`src/design/assert_macros.svh`:
```
// ----------------------------------------------------------------------------
// Assertion macros
// Shared concurrent assertion forms used by the odometry modules.
// ----------------------------------------------------------------------------
`ifndef ASSERT_MACROS_SVH
`define ASSERT_MACROS_SVH

// Same-cycle implication under an active-low reset.
`define ASSERT_IMPLIES(label, clk, rst_n, ante, cons) \
	label: assert property (@(posedge clk) disable iff (!(rst_n)) (ante) |-> (cons)) \
		else $error("implication check failed");

// Next-cycle implication under an active-low reset.
`define ASSERT_NEXT(label, clk, rst_n, ante, cons) \
	label: assert property (@(posedge clk) disable iff (!(rst_n)) (ante) |=> (cons)) \
		else $error("next-cycle check failed");

`endif

```
`src/design/ddo_pkg.sv`:
```
// ----------------------------------------------------------------------------
// Odometry package
// Types, constants and the arctangent table shared by the odometry modules.
// ----------------------------------------------------------------------------
package ddo_pkg;

	localparam int unsigned ATAN_ENTRIES = 24;
	localparam int unsigned ATAN_IDX_W   = 5;

	localparam logic signed [31:0] CORDIC_GAIN = 32'sd163008219;

	localparam logic [23:0] DIST_RESET  = 24'd5147;
	localparam logic [23:0] ANGLE_RESET = 24'd357913;

	localparam logic REG_DIST  = 1'b0;
	localparam logic REG_ANGLE = 1'b1;

	localparam int unsigned MUL_A_W = 34;
	localparam int unsigned MUL_B_W = 26;
	localparam int unsigned MUL_P_W = MUL_A_W + MUL_B_W;

	typedef enum logic [3:0] {
		S_IDLE,
		S_DECODE,
		S_MUL_D,
		S_MUL_H,
		S_MID,
		S_ROT,
		S_CORDIC,
		S_XL,
		S_XH,
		S_YL,
		S_YH,
		S_YF,
		S_YS,
		S_FIN
	} state_t;

	typedef struct packed {
		logic               done;
		logic signed [23:0] cos;
		logic signed [23:0] sin;
	} cordic_res_t;

	function automatic logic signed [31:0] atan_lookup(input logic [ATAN_IDX_W-1:0] idx);
		logic signed [31:0] v;
		case (idx)
			5'd0:    v = 32'sd536870912;
			5'd1:    v = 32'sd316933406;
			5'd2:    v = 32'sd167458907;
			5'd3:    v = 32'sd85004756;
			5'd4:    v = 32'sd42667331;
			5'd5:    v = 32'sd21354465;
			5'd6:    v = 32'sd10679838;
			5'd7:    v = 32'sd5340245;
			5'd8:    v = 32'sd2670163;
			5'd9:    v = 32'sd1335087;
			5'd10:   v = 32'sd667544;
			5'd11:   v = 32'sd333772;
			5'd12:   v = 32'sd166886;
			5'd13:   v = 32'sd83443;
			5'd14:   v = 32'sd41722;
			5'd15:   v = 32'sd20861;
			5'd16:   v = 32'sd10430;
			5'd17:   v = 32'sd5215;
			5'd18:   v = 32'sd2608;
			5'd19:   v = 32'sd1304;
			5'd20:   v = 32'sd652;
			5'd21:   v = 32'sd326;
			5'd22:   v = 32'sd163;
			5'd23:   v = 32'sd81;
			default: v = 32'sd0;
		endcase
		return v;
	endfunction

endpackage

```
`src/design/ddo_mul.sv`:
```
// ----------------------------------------------------------------------------
// Shared multiplier
// Signed multiplier with a registered product, used for every product of an
// update under control of the sequencer.
// ----------------------------------------------------------------------------
module ddo_mul
	import ddo_pkg::*;
(
	input  logic                      clk,
	input  logic signed [MUL_A_W-1:0] a,
	input  logic signed [MUL_B_W-1:0] b,
	output logic signed [MUL_P_W-1:0] prod
);

	logic signed [MUL_P_W-1:0] prod_q;

	always_ff @(posedge clk) begin
		prod_q <= MUL_P_W'(a) * MUL_P_W'(b);
	end

	assign prod = prod_q;

endmodule

```
`src/design/ddo_cordic.sv`:
```
// ----------------------------------------------------------------------------
// Rotation CORDIC
// Folds a binary angle into the right half-plane and iterates one
// rotation step per cycle to give cosine and sine with 20 fraction bits.
// ----------------------------------------------------------------------------
`include "assert_macros.svh"

module ddo_cordic
	import ddo_pkg::*;
#(
	parameter int unsigned STEPS = 16
) (
	input  logic               clk,
	input  logic               arst_n,
	input  logic               start,
	input  logic signed [31:0] angle,
	output cordic_res_t        res
);

	localparam int unsigned CW = $clog2(STEPS);
	localparam logic signed [32:0] HALF_PI = 33'sd1073741824;
	localparam logic signed [32:0] PI      = 33'sd2147483648;

	logic          busy_q;
	logic          fin_q;
	logic          neg_q;
	logic [CW-1:0] step_q;

	logic signed [31:0] x_q, y_q, z_q;

	logic signed [32:0] z_ext, z_fold;
	logic               neg_fold;
	logic signed [31:0] xs, ys, at, nx, ny, nz, xf, yf;
	logic               last;

	always_comb begin
		z_ext    = 33'(angle);
		z_fold   = z_ext;
		neg_fold = 1'b0;
		if (z_ext > HALF_PI) begin
			z_fold   = z_ext - PI;
			neg_fold = 1'b1;
		end else if (z_ext < -HALF_PI) begin
			z_fold   = z_ext + PI;
			neg_fold = 1'b1;
		end
	end

	always_comb begin
		xs = x_q >>> step_q;
		ys = y_q >>> step_q;
		at = atan_lookup(ATAN_IDX_W'(step_q));
		if (!z_q[31]) begin
			nx = x_q - ys;
			ny = y_q + xs;
			nz = z_q - at;
		end else begin
			nx = x_q + ys;
			ny = y_q - xs;
			nz = z_q + at;
		end
	end

	assign last = (step_q == CW'(STEPS - 1));

	always_ff @(posedge clk or negedge arst_n) begin
		if (!arst_n) begin
			busy_q <= 1'b0;
			fin_q  <= 1'b0;
			neg_q  <= 1'b0;
			step_q <= '0;
		end else begin
			fin_q <= busy_q && last;
			if (start) begin
				busy_q <= 1'b1;
				neg_q  <= neg_fold;
				step_q <= '0;
			end else if (busy_q) begin
				step_q <= step_q + CW'(1);
				if (last) begin
					busy_q <= 1'b0;
				end
			end
		end
	end

	always_ff @(posedge clk) begin
		if (start) begin
			x_q <= CORDIC_GAIN;
			y_q <= '0;
			z_q <= z_fold[31:0];
		end else if (busy_q) begin
			x_q <= nx;
			y_q <= ny;
			z_q <= nz;
		end
	end

	assign xf = neg_q ? -x_q : x_q;
	assign yf = neg_q ? -y_q : y_q;

	assign res.done = fin_q;
	assign res.cos  = xf[31:8];
	assign res.sin  = yf[31:8];

	`ASSERT_IMPLIES(a_fin_not_busy, clk, arst_n, fin_q, !busy_q)
	`ASSERT_IMPLIES(a_start_when_free, clk, arst_n, start, !busy_q && !fin_q)
	`ASSERT_NEXT(a_last_step_done, clk, arst_n, busy_q && last && !start, fin_q && !busy_q)

endmodule

```
`src/design/differential_drive_odometry.sv`:
```
// ----------------------------------------------------------------------------
// Differential drive odometry
// Pose tracker for a two-wheeled base: set pose or integrate encoder counts
// with midpoint-heading dead reckoning.
// ----------------------------------------------------------------------------
// Usage. Items arrive on the input channel (in_valid, in_stall) with an op bit:
// a set item loads pos and heading and latches both encoder counts; an update
// item takes raw counts, forms wrapped deltas and moves the pose. Every item
// gives one result on the output channel (out_valid, out_stall): the moved
// flag and the pose after the item. The user must write registers on the cfg
// port only while the block is idle; the block itself does not enforce this.
// Sequence. A set item or an update with no tick change goes from decode
// straight to the final state. A moving update forms the distance, heading
// and midpoint, runs the CORDIC, which rotates one step per cycle, and uses
// the single shared multiplier six times in sequence.
// A finished result sits in the output register; the next input is taken
// while it waits; only the final state, which loads it, stalls while it is held.
// Reset clears the pose, the latched counts and the output valid, and loads
// the register defaults.
// ----------------------------------------------------------------------------
`include "assert_macros.svh"

module differential_drive_odometry
	import ddo_pkg::*;
#(
	parameter int unsigned CORDIC_STEPS = 16
) (
	input  logic               clk,
	input  logic               arst_n,
	input  logic               cfg_we,
	input  logic               cfg_index,
	input  logic [23:0]        cfg_data,
	input  logic               in_valid,
	output logic               in_stall,
	input  logic               op,
	input  logic signed [31:0] left_count,
	input  logic signed [31:0] right_count,
	input  logic signed [31:0] new_x,
	input  logic signed [31:0] new_y,
	input  logic signed [15:0] new_heading,
	output logic               out_valid,
	input  logic               out_stall,
	output logic               moved,
	output logic signed [31:0] pos_x,
	output logic signed [31:0] pos_y,
	output logic signed [15:0] heading
);

	localparam logic signed [MUL_P_W-1:0] D_LIMIT = MUL_P_W'(64'sd2199023255552);

	state_t state_q, state_d;

	logic [23:0] dist_q, angle_q;
	logic [31:0] pose_x_q, pose_y_q, head_q, last_l_q, last_r_q;
	logic        out_valid_q;

	logic               op_q;
	logic [31:0]        lc_q, rc_q, nx_q, ny_q;
	logic [15:0]        nh_q;
	logic signed [32:0] sum_q, diff_q;
	logic signed [42:0] d_q;
	logic [31:0]        dh_q, mid_q;
	logic signed [23:0] cos_q, sin_q;
	logic signed [63:0] acc_q;
	logic               moved_q;
	logic               moved_o;
	logic [31:0]        pos_x_o, pos_y_o;
	logic [15:0]        heading_o;

	logic [31:0]                dl, dr;
	logic                       zero_delta;
	logic signed [MUL_A_W-1:0]  mul_a;
	logic signed [MUL_B_W-1:0]  mul_b;
	logic signed [MUL_P_W-1:0]  prod;
	logic signed [MUL_P_W-1:0]  half_d;
	logic signed [42:0]         d_next;
	logic signed [63:0]         prod_ext;
	logic                       cordic_start;
	logic                       out_load;
	cordic_res_t                cordic_res;

	function automatic logic [31:0] sat_add(input logic [31:0] acc, input logic signed [35:0] dv);
		logic signed [36:0] s;
		logic [31:0]        r;
		s = 37'(signed'(acc)) + 37'(dv);
		if (s > 37'sd2147483647) begin
			r = 32'h7FFF_FFFF;
		end else if (s < -37'sd2147483648) begin
			r = 32'h8000_0000;
		end else begin
			r = s[31:0];
		end
		return r;
	endfunction

	ddo_mul u_mul (
		.clk  (clk),
		.a    (mul_a),
		.b    (mul_b),
		.prod (prod)
	);

	ddo_cordic #(
		.STEPS (CORDIC_STEPS)
	) u_cordic (
		.clk    (clk),
		.arst_n (arst_n),
		.start  (cordic_start),
		.angle  (signed'(mid_q)),
		.res    (cordic_res)
	);

	assign dl         = lc_q - last_l_q;
	assign dr         = rc_q - last_r_q;
	assign zero_delta = (dl == 32'd0) && (dr == 32'd0);
	assign prod_ext   = 64'(prod);

	always_comb begin
		half_d = prod >>> 1;
		if (half_d > D_LIMIT) begin
			d_next = D_LIMIT[42:0];
		end else if (half_d < -D_LIMIT) begin
			d_next = -D_LIMIT[42:0];
		end else begin
			d_next = half_d[42:0];
		end
	end

	always_comb begin
		state_d = state_q;
		unique case (state_q)
			S_IDLE:   if (in_valid) state_d = S_DECODE;
			S_DECODE: state_d = (op_q || zero_delta) ? S_FIN : S_MUL_D;
			S_MUL_D:  state_d = S_MUL_H;
			S_MUL_H:  state_d = S_MID;
			S_MID:    state_d = S_ROT;
			S_ROT:    state_d = S_CORDIC;
			S_CORDIC: if (cordic_res.done) state_d = S_XL;
			S_XL:     state_d = S_XH;
			S_XH:     state_d = S_YL;
			S_YL:     state_d = S_YH;
			S_YH:     state_d = S_YF;
			S_YF:     state_d = S_YS;
			S_YS:     state_d = S_FIN;
			S_FIN:    if (out_load) state_d = S_IDLE;
			default:  state_d = S_IDLE;
		endcase
	end

	always_comb begin
		in_stall     = (state_q != S_IDLE);
		cordic_start = (state_q == S_ROT);
		out_load     = (state_q == S_FIN) && (!out_valid_q || !out_stall);
		mul_a        = '0;
		mul_b        = '0;
		unique case (state_q)
			S_MUL_D: begin
				mul_a = MUL_A_W'(sum_q);
				mul_b = {2'b00, dist_q};
			end
			S_MUL_H: begin
				mul_a = MUL_A_W'(diff_q);
				mul_b = {2'b00, angle_q};
			end
			S_XL: begin
				mul_a = {12'd0, d_q[21:0]};
				mul_b = MUL_B_W'(cos_q);
			end
			S_XH: begin
				mul_a = MUL_A_W'(signed'(d_q[42:22]));
				mul_b = MUL_B_W'(cos_q);
			end
			S_YL: begin
				mul_a = {12'd0, d_q[21:0]};
				mul_b = MUL_B_W'(sin_q);
			end
			S_YH: begin
				mul_a = MUL_A_W'(signed'(d_q[42:22]));
				mul_b = MUL_B_W'(sin_q);
			end
			default: begin
				mul_a = '0;
				mul_b = '0;
			end
		endcase
	end

	always_ff @(posedge clk or negedge arst_n) begin
		if (!arst_n) begin
			state_q     <= S_IDLE;
			dist_q      <= DIST_RESET;
			angle_q     <= ANGLE_RESET;
			pose_x_q    <= '0;
			pose_y_q    <= '0;
			head_q      <= '0;
			last_l_q    <= '0;
			last_r_q    <= '0;
			out_valid_q <= 1'b0;
		end else begin
			state_q <= state_d;
			if (cfg_we) begin
				unique case (cfg_index)
					REG_DIST:  dist_q  <= cfg_data;
					REG_ANGLE: angle_q <= cfg_data;
				endcase
			end
			if (state_q == S_DECODE && op_q) begin
				pose_x_q <= nx_q;
				pose_y_q <= ny_q;
				head_q   <= {nh_q, 16'd0};
				last_l_q <= lc_q;
				last_r_q <= rc_q;
			end
			if (state_q == S_YH) begin
				pose_x_q <= sat_add(pose_x_q, acc_q[63:28]);
			end
			if (state_q == S_YS) begin
				pose_y_q <= sat_add(pose_y_q, acc_q[63:28]);
				head_q   <= head_q + dh_q;
				last_l_q <= lc_q;
				last_r_q <= rc_q;
			end
			if (out_load) begin
				out_valid_q <= 1'b1;
			end else if (!out_stall) begin
				out_valid_q <= 1'b0;
			end
		end
	end

	always_ff @(posedge clk) begin
		if (state_q == S_IDLE && in_valid) begin
			op_q <= op;
			lc_q <= left_count;
			rc_q <= right_count;
			nx_q <= new_x;
			ny_q <= new_y;
			nh_q <= new_heading;
		end
		unique case (state_q)
			S_DECODE: begin
				sum_q   <= 33'(signed'(dl)) + 33'(signed'(dr));
				diff_q  <= 33'(signed'(dr)) - 33'(signed'(dl));
				moved_q <= 1'b0;
			end
			S_MUL_H:  d_q <= d_next;
			S_MID: begin
				dh_q  <= prod[31:0];
				mid_q <= head_q + prod[32:1];
			end
			S_CORDIC: begin
				cos_q <= cordic_res.cos;
				sin_q <= cordic_res.sin;
			end
			S_XH:     acc_q <= prod_ext;
			S_YL:     acc_q <= acc_q + (prod_ext <<< 22);
			S_YH:     acc_q <= prod_ext;
			S_YF:     acc_q <= acc_q + (prod_ext <<< 22);
			S_YS:     moved_q <= 1'b1;
			default: begin
			end
		endcase
		if (out_load) begin
			moved_o   <= moved_q;
			pos_x_o   <= pose_x_q;
			pos_y_o   <= pose_y_q;
			heading_o <= head_q[31:16];
		end
	end

	assign out_valid = out_valid_q;
	assign moved     = moved_o;
	assign pos_x     = signed'(pos_x_o);
	assign pos_y     = signed'(pos_y_o);
	assign heading   = signed'(heading_o);

	`ASSERT_IMPLIES(a_done_while_waiting, clk, arst_n, cordic_res.done, state_q == S_CORDIC)
	`ASSERT_NEXT(a_transfer_decodes, clk, arst_n, in_valid && !in_stall, state_q == S_DECODE)
	`ASSERT_IMPLIES(a_result_from_fin, clk, arst_n, $rose(out_valid_q), $past(state_q) == S_FIN)

endmodule
```
`config.mk`:
```
export PLATFORM = sky130hd
export DESIGN_NAME = differential_drive_odometry
export DESIGN_NICKNAME = d
export VERILOG_FILES = /design/src/design/ddo_pkg.sv /design/src/design/ddo_mul.sv /design/src/design/ddo_cordic.sv /design/src/design/differential_drive_odometry.sv
export VERILOG_INCLUDE_DIRS = /design/src /design/src/design
export SDC_FILE = /design/constraint.sdc
export NUM_CORES = 2
export LEC_CHECK = 0
export ABC_AREA = 1
export BUFFER_PORTS_ARGS = -buffer_cell sky130_fd_sc_hd__buf_4
export CAP_MARGIN = 20
export CORE_MARGIN = 10
export CORE_UTILIZATION = 26
export CTS_BUF_LIST = sky130_fd_sc_hd__clkbuf_8
export DETAILED_ROUTE_END_ITERATION = 10
export PLACE_DENSITY = 0.49
export REMOVE_ABC_BUFFERS = 1
export SLEW_MARGIN = 15
export SYNTH_ARGS = -nofsm -noshare
export SYNTH_HDL_FRONTEND = slang
export SYNTH_SLANG_ARGS = --single-unit
export TNS_END_PERCENT = 10
```
`constraint.sdc`:
```
create_clock -name clk -period 30.4 [get_ports clk]
set_input_delay 4.56 -clock clk [delete_from_list [all_inputs] [get_ports clk]]
set_output_delay 4.56 -clock clk [all_outputs]
set_load 0.02 [all_outputs]
```
---- After elaboration in Yosys (flattened, before gate mapping) ----
Memories as Yosys holds them, arrays and structs flattened.
Cells that the tools add are included.
storage, ports and cells
  logic and storage cells ................. 157
  input port bits ......................... 175
  memories ................................ 1
  memory bits (writable) .................. 0
  output and inout port bits .............. 83
  bits in latches ......................... 0
  memory bits (read-only) ................. 480
  bits in registers ....................... 888
memories
  name             depth  width  rd ports  clocked after Yosys merged registers in  wr ports  RTL line       text
  (no name shown)  16     30     1         0                                        0         ddo_pkg.sv:47  case (idx)
cells by class
  $lt $le $gt $ge ......................... 8
  bitwise gates (word level) .............. 1
  shifts and indexed selects .............. 2
  $mul .................................... 1
  eq/ne operators ......................... 18
  multiplexer cells ....................... 42
  divide/modulo/power cells ............... 0
  reduce and logical (&&, ||, !) cells .... 27
  add/subtract/negate cells ............... 20
operator list
  cell                      count
  $mux W32                  23
  $add A32 B32 Y32          5
  $sub A32 B32 Y32          5
  $pmux W34 S4              1
  $pmux W64 S2              1
  $pmux W26 S4              1
  $add A32 B36 Y37          2
  $gt A37 B32 Y1 const B    2
  $lt A37 B32 Y1 const B    2
  $add A64 B64 Y64          1
  $logic_not A32 Y1         2
  $neg A32 Y32              2
  $sshr A32 B4 Y32          2
  $mul A34 B26 Y60          1
  $gt A59 B43 Y1 const B    1
  $lt A59 B42 Y1 const B    1
  $pmux W4 S14              1
  $mux W43                  1
  $add A32 B32 Y33          1
  $sub A32 B32 Y33          1
  $add A32 B32 Y32 const B  1
  $gt A32 B32 Y1 const B    1
  $lt A32 B31 Y1 const B    1
  $sub A32 B32 Y32 const B  1
  20 further kinds          59

---- Logic depth before layout (Yosys ltp) ----
  word-level depth ........................ 6
  gate-level depth with buffers ........... 43
  depth with buffers taken out ............ 41

---- By module ----
A second synthesis with hierarchy kept.
unflattened totals
  cell total of the unflattened synthesis .. 12725
  area total of the unflattened synthesis .. 95487.8 sq um
by module, submodules not included
  module                       cells an instance  sequential area each (sq um)  area an instance (sq um)  times used
  differential_drive_odometry  5520               20034.2                       44681.6                   1
  ddo_mul                      4564               1201.2                        34981.0                   1
  ddo_cordic                   2641               2417.3                        15825.2                   1

---- Worst setup path before layout ----
No wires, ideal clock.
  path kind ............................... input -> register
  start ................................... in in_valid
  end ..................................... reg lc_q[0], enable pin
  required time ........................... 29748 ps
  cell stages on the path ................. 2
  setup slack ............................. 19182 ps
  arrival time ............................ 10566 ps
  buffers on the path ..................... 0
  setup time .............................. 652 ps
  cell sequence ........................... inv_1 nor2_1
on the way
  cells in the longest elaborated chain, start to end .. 1
RTL lines
  item                    RTL line                            text
  start: declaration      differential_drive_odometry.sv:33   input logic in_valid,
  $logic_and A1 B1 Y1     differential_drive_odometry.sv:232  if (state_q == S_IDLE && in_valid) begin
  end signal: assignment  differential_drive_odometry.sv:234  lc_q <= left_count;
  end: declaration        differential_drive_odometry.sv:58   logic [31:0] lc_q, rc_q, nx_q, ny_q;
No other way between the ends.
A chain may end at the register's enable or synchronous reset.

---- Final worst setup path ----
  start ................................... reg state_q[2]
  end ..................................... reg u_mul.prod_q[56], in the netlist u_mul.prod[56]
on the way
  cells in the longest elaborated chain, start to end .. 4
  elaborated cells between the ends (all ways) .. 13
  classes of those cells .................. mul (1); eq/ne (6); mux (2); reduce/logical (4)
RTL lines
  item                                                 RTL line                            text
  start: declaration                                   differential_drive_odometry.sv:51   state_t state_q, state_d;
  start signal: assignment                             differential_drive_odometry.sv:200  state_q <= state_d;
  $eq A4 B4 Y1 / $eq A4 B3 Y1 (equally long branches)  differential_drive_odometry.sv:156  unique case (state_q)
  $reduce_or A2 Y1 (no source line)                    --
  $pmux W34 S4 / $pmux W26 S4 (equally long branches)  differential_drive_odometry.sv:156
  $mul A34 B26 Y60 *                                   ddo_mul.sv:18                       prod_q <= MUL_P_W'(a) * MUL_P_W'(b);
  end signal: assignment                               ddo_mul.sv:18
  end: declaration                                     ddo_mul.sv:15                       logic signed [MUL_P_W-1:0] prod_q;
Every way passes the cells marked *; elsewhere a longest branch is shown, timed or not.

==> flow_summary_export.csv <==
group,metric,value,unit
floorplan,start_util,26.1,%
drt,vias,76800,
clock_tree,cts_resized,0,
drt,wl,305000,um
yosys,synth_edf_count,521,
clock_tree,clock-sinks,865,
global_route,grt_max_degree,108,
floorplan,dieWidth,613,um
drt,top_layer,"met4",
global_route,grt_usage,15.9,%
min_path,min_path_type,"reg2reg",
yosys,syn_area,0.0913,mm^2
critical_path,cp-start-kind,"flip-flop",
sta,holdWs,0.457,ns
yosys,synthCells,11900,
floorplan,pin_count,258,
yosys,postSynthAreaPerCell,7.69,um^2
clock_tree,cts-root-buf,"clkbuf_8",
critical_path,timing.critical_path.slowest_cell_delay,0.85,ns
placement,place_area,0.0984,mm^2
sta,rsz0062_at_grt,"no",
drt,drc,0,
yosys,ys_seq_area_share,25.9,%
finish,regArea,0.0237,mm^2
floorplan,dieArea,0.375,mm^2
sta,setup_viol,0,
sta,fin_ws,20.42,ns
job,cap_viol_max_count,0,
floorplan,fp.coreArea,0.350,mm^2
global_route,globalRouteOverflowTotal,0,
yosys,synthFlopType,"edfxtp_1",
sta,max_slew_margin,31.1,%
clock_tree,cts_buffer_depth,4,
sta,drv_slew,0,
drt,viasPerCell,4.58,
critical_path,crit_required,31.21,ns
floorplan,core.rowCount,217,
sta,hold_viol,0,
finish,layout_commonest_cell,"nand2_1",
critical_path,crit_fanout,61,
clock_tree,cts_tree,"yes",
drt,dr.pass1.iters,5,
sta,fmax,100,MHz
drt,drtIter0Drc,5217,
critical_path,critPathCaptureType,"flip-flop",
drt,wl_met2,147000,um
clock_tree,clk_pin_slew_worst_paths,0.06,ns
finish,stdcell_area,0.102,mm^2
critical_path,cp_slowest_cell,"fa_1",
placement,place.gp.congestion,0.891,
finish,drive_gt1_share,5.89,%
yosys,synth.distinct_cells,62,
finish,multiInputGateArea,0.0575,mm^2
sta,tightest_slew,1.03,ns
global_route,antenna_found_initial,8,
drt,drtAntennaViolNets,0,
drt,wl_met1,137000,um
finish,layout_common_cells,"nand2_1 (3,088), inv_1 (2,346), fa_1 (898), nor2_1 (822), a21oi_1 (624)",
global_route,grt_pass1_vias,77900,
global_route,grt_pass1_wl,468000,um
clock_tree,hold_buffers,0,
yosys,ys_async_sr_fraction,25.4,%
outcome,outcome,"completed",
clock_tree,cts_buffers,166,
critical_path,cpMostUsedCell,"fa_1",
yosys,synth-seq-cells,865,
critical_path,critical_path_arrival,10.79,ns
critical_path,crit_type,"reg2reg",
yosys,yosys_warnings,0,
sta,fin_tns_setup,0,ns
sta,min_period_over_period,32.8,%
sta,fin_skew,0.117,ns
placement,io_buffers,257,
placement,pre_cts_slack,20.48,ns
clock_tree,post_cts_buffers,0,
finish,area_growth,11.4,%
drt,drt-wirelength-per-cell,18.2,um
floorplan,die_y,613,um
drt,wl_met3,11200,um
clock_tree,htreeDepth,4,
finish,nets,13700,
clock_tree,worstSkewPairLatency,0.98,ns
sta,period_needed,9.98,ns
finish,n_fill_cell,38300,
placement,dp_hpwl,242000,um
synthesized netlist by cell type (all sizes together), types with 2 or more instances:
library cell  count  share of area (%)
nand3b           17               0.14
a21oi           630                3.5
edfxtp          521                 17
a31oi            62               0.42
o21a             49               0.40
o32ai             4              0.038
xnor2           153                1.5
o221a             2              0.025
fa              898                 20
o21ai           598                3.3
o41ai             2              0.019
a221o             2              0.022
a21o             36               0.30
o311ai            2              0.019
o31ai             9              0.074
buf             119               0.69
nand4            95               0.65
o21bai           49               0.40
clkbuf          248                1.0
a22oi            20               0.16
a32o              3              0.033
xor2            306                2.9
o22ai            15               0.10
or2              35               0.24
o211ai           32               0.26
nor4             56               0.38
a221oi           18               0.17
a22o              9              0.086
inv            2317                9.5
dfrtp           204                5.6
o221ai           12               0.12
and2              9              0.062
dfxtp           124                2.7
or3               2              0.014
ha              562                7.7
nand3           544                3.0
o31a              2              0.019
dfstp            16               0.46
nor2            844                3.5
nand2          3097                 13
nor3            104               0.59
a21boi           25               0.21
and3              2              0.014
a211oi            4              0.033
clkinv            7              0.029
critical path, delay by kind of cell (launching register included):
kind	cells	cell delay, ns
flip-flops	1	0.45
buffers and inverters	8	2.48
adder cells (fa/ha/maj)	8	4.28
AND/OR/NAND/NOR	12	2.34
AO/OA/AOI/OAI	1	0.08
XOR/XNOR	1	0.14
kinds of logic after synthesis:
kind of cell | synth area share [%]
AO/OA/AOI/OAI | 9.70
XOR/XNOR | 4.40
adder cells (fa/ha/maj) | 27.4
buffers and inverters | 11.3
flip-flops | 25.9
AND/OR/NAND/NOR | 21.3
layout make-up:
cell class,count,area share [%]
clock inverter,115,0.679
timing repair buffer,367,2.77
tap,4599,5.66
multi-input combinational,8313,56.6
antenna,4,0.00984
sequential,865,23.3
clock buffer,183,2.48
inverter,2324,8.58
metrics by stage:
stage	instances	util (%)
after CTS	16800	29.1
final	16800	29.1
after global routing	16800	29.1
after global placement	16500	28.1
after floorplan	11500	-
after detailed placement	16500	28.1
per-layer routing:
layer	GRT usage (%)	up-vias
li1	-	37500
met1	21.1	37200
met2	27.4	1607
met3	1.54	408
met4	4.57	0
met5	0	-
state kept, by name, indices dropped and copies added, names as in the netlist, 33 cells and up:
signal	cells
u_mul.prod	60
d_q	43
acc_q	42
sum_q	33
final timing paths:
check	from	end	slack (ns)	cells past startpoint
max in group asynchronous	arst_n	dist_q[18]	24.84	3
setup reg to reg	state_q[2]	u_mul.prod[56]	20.42	30
hold / removal	moved_q	moved	0.46	0
setup / recovery	state_q[2]	u_mul.prod[56]	20.42	30
hold reg to reg	moved_q	moved	0.46	0
min in group asynchronous	arst_n	last_r_q[20]	3.60	1
Power is left out: the tool's default activity adds up to more than one toggle a clock period on the data nets, which glitch-free logic cannot reach.
